[config.mk]
export PLATFORM = sky130hd
export DESIGN_NAME = plob_ctrl
export DESIGN_NICKNAME = d
export VERILOG_FILES = /design/src/plob_pkg.sv /design/src/plob_ctrl.sv
export SDC_FILE = /design/constraint.sdc
export NUM_CORES = 1
export LEC_CHECK = 0
export BUFFER_PORTS_ARGS = -buffer_cell sky130_fd_sc_hd__buf_2
export CORE_AREA = 2 2 39 41
export CTS_CLUSTER_DIAMETER = 150
export CTS_CLUSTER_SIZE = 40
export DETAILED_ROUTE_END_ITERATION = 6
export DIE_AREA = 0 0 41 43
export SLEW_MARGIN = 40
export SYNTH_ARGS = -nofsm -noshare
export SYNTH_HDL_FRONTEND = slang
export SYNTH_SLANG_ARGS = --single-unit
export TNS_END_PERCENT = 10
[constraint.sdc]
create_clock -name clk -period 1.4 [get_ports clk]
set_input_delay 0.28 -clock clk [delete_from_list [all_inputs] [get_ports clk]]
set_output_delay 0.28 -clock clk [all_outputs]
set_load 0.05 [all_outputs]
[src/plob_pkg.sv]
//==============================================================================
// plob_pkg
// Shared types, constants and command codes for the price-level order book.
//==============================================================================
`default_nettype none

package plob_pkg;

    localparam int DEF_NUM_LEVELS = 16;
    localparam int DEF_PRICE_BITS = 32;
    localparam int QTY_W          = 32;
    localparam int VOL_W          = 36;
    localparam int DEPTH_W        = 5;
    localparam int OUT_PRICE_W    = 32;
    localparam int SPREAD_W       = 33;

    localparam logic [1:0] CMD_ADD    = 2'd0;
    localparam logic [1:0] CMD_MODIFY = 2'd1;
    localparam logic [1:0] CMD_CANCEL = 2'd2;
    localparam logic [1:0] CMD_TRADE  = 2'd3;

    localparam logic [DEPTH_W-1:0] DEPTH_RESET = 5'd16;

    // Commands from the controller to the datapath.
    typedef struct packed {
        logic capture;
        logic update;
        logic sum_step;
        logic sum_clear;
        logic finish;
    } plob_cmd_t;

    // Status from the datapath to the controller.
    typedef struct packed {
        logic sum_done;
    } plob_status_t;

endpackage

`default_nettype wire

[src/plob_ctrl.sv]
//==============================================================================
// plob_ctrl
// Sequencer: capture event, update book, sweep levels for volume sums, present.
//==============================================================================
`default_nettype none

module plob_ctrl
    import plob_pkg::*;
(
    input  wire logic   clk,
    input  wire logic   rst_n,
    input  wire logic   in_valid,
    output logic        in_ready,
    output logic        out_valid,
    input  wire logic   out_ready,
    output plob_cmd_t   cmd,
    input  plob_status_t status
);

    localparam logic [1:0] ST_IDLE = 2'd0;
    localparam logic [1:0] ST_UPD  = 2'd1;
    localparam logic [1:0] ST_SUM  = 2'd2;
    localparam logic [1:0] ST_OUT  = 2'd3;

    logic [1:0] state_reg, state_next;
    logic       out_valid_reg, out_valid_next;

    // An event is taken once the previous result register is free or draining.
    assign in_ready  = (state_reg == ST_IDLE) && (!out_valid_reg || out_ready);
    assign out_valid = out_valid_reg;

    always_comb
    begin
        state_next     = state_reg;
        out_valid_next = out_valid_reg;
        cmd            = '0;
        if (out_valid_reg && out_ready)
        begin
            out_valid_next = 1'b0;
        end
        unique case (state_reg)
            ST_IDLE:
            begin
                if (in_valid && in_ready)
                begin
                    cmd.capture = 1'b1;
                    state_next  = ST_UPD;
                end
            end
            ST_UPD:
            begin
                cmd.update    = 1'b1;
                cmd.sum_clear = 1'b1;
                state_next    = ST_SUM;
            end
            ST_SUM:
            begin
                cmd.sum_step = 1'b1;
                if (status.sum_done)
                begin
                    state_next = ST_OUT;
                end
            end
            ST_OUT:
            begin
                if (!out_valid_reg)
                begin
                    cmd.finish     = 1'b1;
                    out_valid_next = 1'b1;
                    state_next     = ST_IDLE;
                end
            end
            default:
            begin
                state_next = ST_IDLE;
            end
        endcase
    end

    always_ff @(posedge clk or negedge rst_n)
    begin
        if (!rst_n)
        begin
            state_reg     <= ST_IDLE;
            out_valid_reg <= 1'b0;
        end
        else
        begin
            state_reg     <= state_next;
            out_valid_reg <= out_valid_next;
        end
    end

    // Result is loaded only into an empty output register.
    a_finish_empty: assert property (@(posedge clk) disable iff (!rst_n)
        cmd.finish |-> !out_valid_reg) else $error("result overwritten");
    // A captured event always moves on to the update state.
    a_capture_idle: assert property (@(posedge clk) disable iff (!rst_n)
        cmd.capture |=> state_reg == ST_UPD) else $error("capture sequence");
    // The sweep ends before the result is presented.
    a_sum_then_out: assert property (@(posedge clk) disable iff (!rst_n)
        (state_reg == ST_SUM && status.sum_done) |=> state_reg == ST_OUT)
        else $error("sweep sequence");

endmodule

`default_nettype wire

==> impl_metrics.json <==
{
  "status": "complete, but fails checks",
  "failed_checks": "negative setup slack",
  "hold_viol": 0,
  "arrival_ps": 1170,
  "slew_violations": 0,
  "yosys.area.top_type": "dfrtp_1",
  "clk_path_buf_depth": 2,
  "wl_per_cell_um": 8.37,
  "dieArea_um2": 1760,
  "clk_latency_ps": 230,
  "layout-drive-gt1-share_pct": 69.8,
  "avgSynthCellArea_um2": 9.80,
  "synth_cell_types": 15,
  "worst_pin_slew_ps": 249,
  "n_antenna_cell": 0,
  "io_pins": 12,
  "r2r_slack_ps": -30,
  "cts_tree": "built",
  "cts.sinks": 3,
  "synth.yosys.seq_area_share_pct": 31.9,
  "io_buffers": 11,
  "netlist_area_um2": 235,
  "fp.dieH_um": 43,
  "slew_headroom_pct": 83.5,
  "hpwl_um": 385,
  "cp_data_required_time_ps": 1120,
  "initial_core_util_pct": 17.0,
  "ys_seq_elements": 3,
  "largest_reg_flops": 2,
  "maxCapViolations": 0,
  "syn_inst": 24,
  "period_share_pct": 103,
  "die_x_um": 41,
  "place_congestion": 0.626,
  "htreeDepth": 1,
  "fin_worst_skew_ps": 2.86,
  "setup_viol": 5,
  "final_cell_mix": "buf_2, buf_6, buf_4",
  "detail_route.vias_per_cell": 3.56,
  "area_delta_synth_final_pct": 83.5,
  "synth_top_area_share_pct": 31.9,
  "hp-class": "primary input to asynchronous set/reset pin",
  "finalSetupTns_ps": -205,
  "synth_nets": 33,
  "grt_max_degree": 6,
  "grt.total_usage_pct": 7.04,
  "r2r_cells": 6,
  "ant_nets": 0,
  "nets": 53,
  "dr.pass1.iters": 1,
  "cts_root_buf": "clkbuf_4",
  "setup_slack_ps": -47.0,
  "path_clk_slew_ps": 40,
  "drc": 0,
  "critical_path_class": "flip-flop to output pin",
  "num_vias": 210,
  "worst_setup_path_start_kind": "flip-flop",
  "num_rows": 14,
  "fmax_mhz": 691,
  "yosysWarnings": 0,
  "routed_wl_um": 494,
  "overflow": 0,
  "netlist_top_cells_area": "dfrtp_1, ha_1, inv_1",
  "grt_pass1_wl_um": 759,
  "holdWs_ps": 372,
  "antenna_found_initial": 0,
  "grt_pass1_vias": 203,
  "coreArea_um2": 1380,
  "rsz0062_at_grt": "yes",
  "cts-buffers-inserted": 3,
  "worstPathMaxFanout": 3,
  "drtIter0Drc": 0,
  "critPathCaptureType": "output pin",
  "period_needed_ps": 1450
}
==> cells by family after synthesis <==
| kind of cell | Yosys count | share of synthesized area, % |
|---|---|---|
| compound gates | 4 | 13.3 |
| fa+ha+maj | 4 | 21.3 |
| buf+inv | 5 | 9.57 |
| flops | 3 | 31.9 |
| mux | 1 | 6.38 |
| simple gates | 7 | 17.6 |
==> path summary, 6_finish.rpt <==
| kind | start | end |
|---|---|---|
| setup / recovery | state_reg[0] | cmd[4] |
| hold / removal | rst_n | out_valid |
| setup reg to reg | state_reg[1] | state_reg[1] |
| hold reg to reg | out_valid | out_valid |
| max in group asynchronous | rst_n | state_reg[1] |
| min in group clk | out_ready | out_valid |
==> cell usage after synthesis <==
cell,count
mux2_4,1
a21oi_2,1
ha_1,4
and3_2,1
nand2_2,1
nand2_1,1
inv_1,4
nor2_1,2
o21ai_2,1
buf_4,1
dfrtp_1,3
a2bb2oi_1,1
and2_2,1
nand2b_2,1
o21ai_0,1
==> per-stage QoR <==
step                instance area (um^2)  utilization (%)  setup slack [ps]  instances
detailed placement                   315             22.8             -7.61         51
global route                         432             31.2              -103         59
finish                               432             31.2             -47.0         59
floorplan                            240                -              -117         24
global placement                     315             22.8              11.6         51
CTS                                  424             30.7             -67.0         58
==> layer usage <==
metal,vias to the layer above,global-route usage [%],share of wire [%]
met5,-,0,0
met4,0,8.00,0
met3,0,1.57,5.5
met2,6,10.6,54
met1,91,6.80,40
li1,113,-,-
==> cell type report <==
cell class	count	area [um^2]
clock buffer	4	26.3
fill	150	952
inverter	4	15.0
multi-input combinational	16	159
sequential	3	75.1
tap	16	20.0
timing repair buffer	16	136
==> repair_timing <==
item	4_1_cts	5_1_grt
endpoints found under the hold margin	3	0
pin swaps	1	1
resized for setup	18	0
setup buffers	2	1
setup endpoints to repair	6	7
hold buffers	1	0
==> worst max-delay path: stages, from the launching register on <==
cell and delay (ps):
dfrtp_1 400, inv_2 90, ha_4 130, and3_4 170, buf_8 140
Power is left out: the tool's default activity adds up to more than one toggle a clock period on the data nets, which glitch-free logic cannot reach.
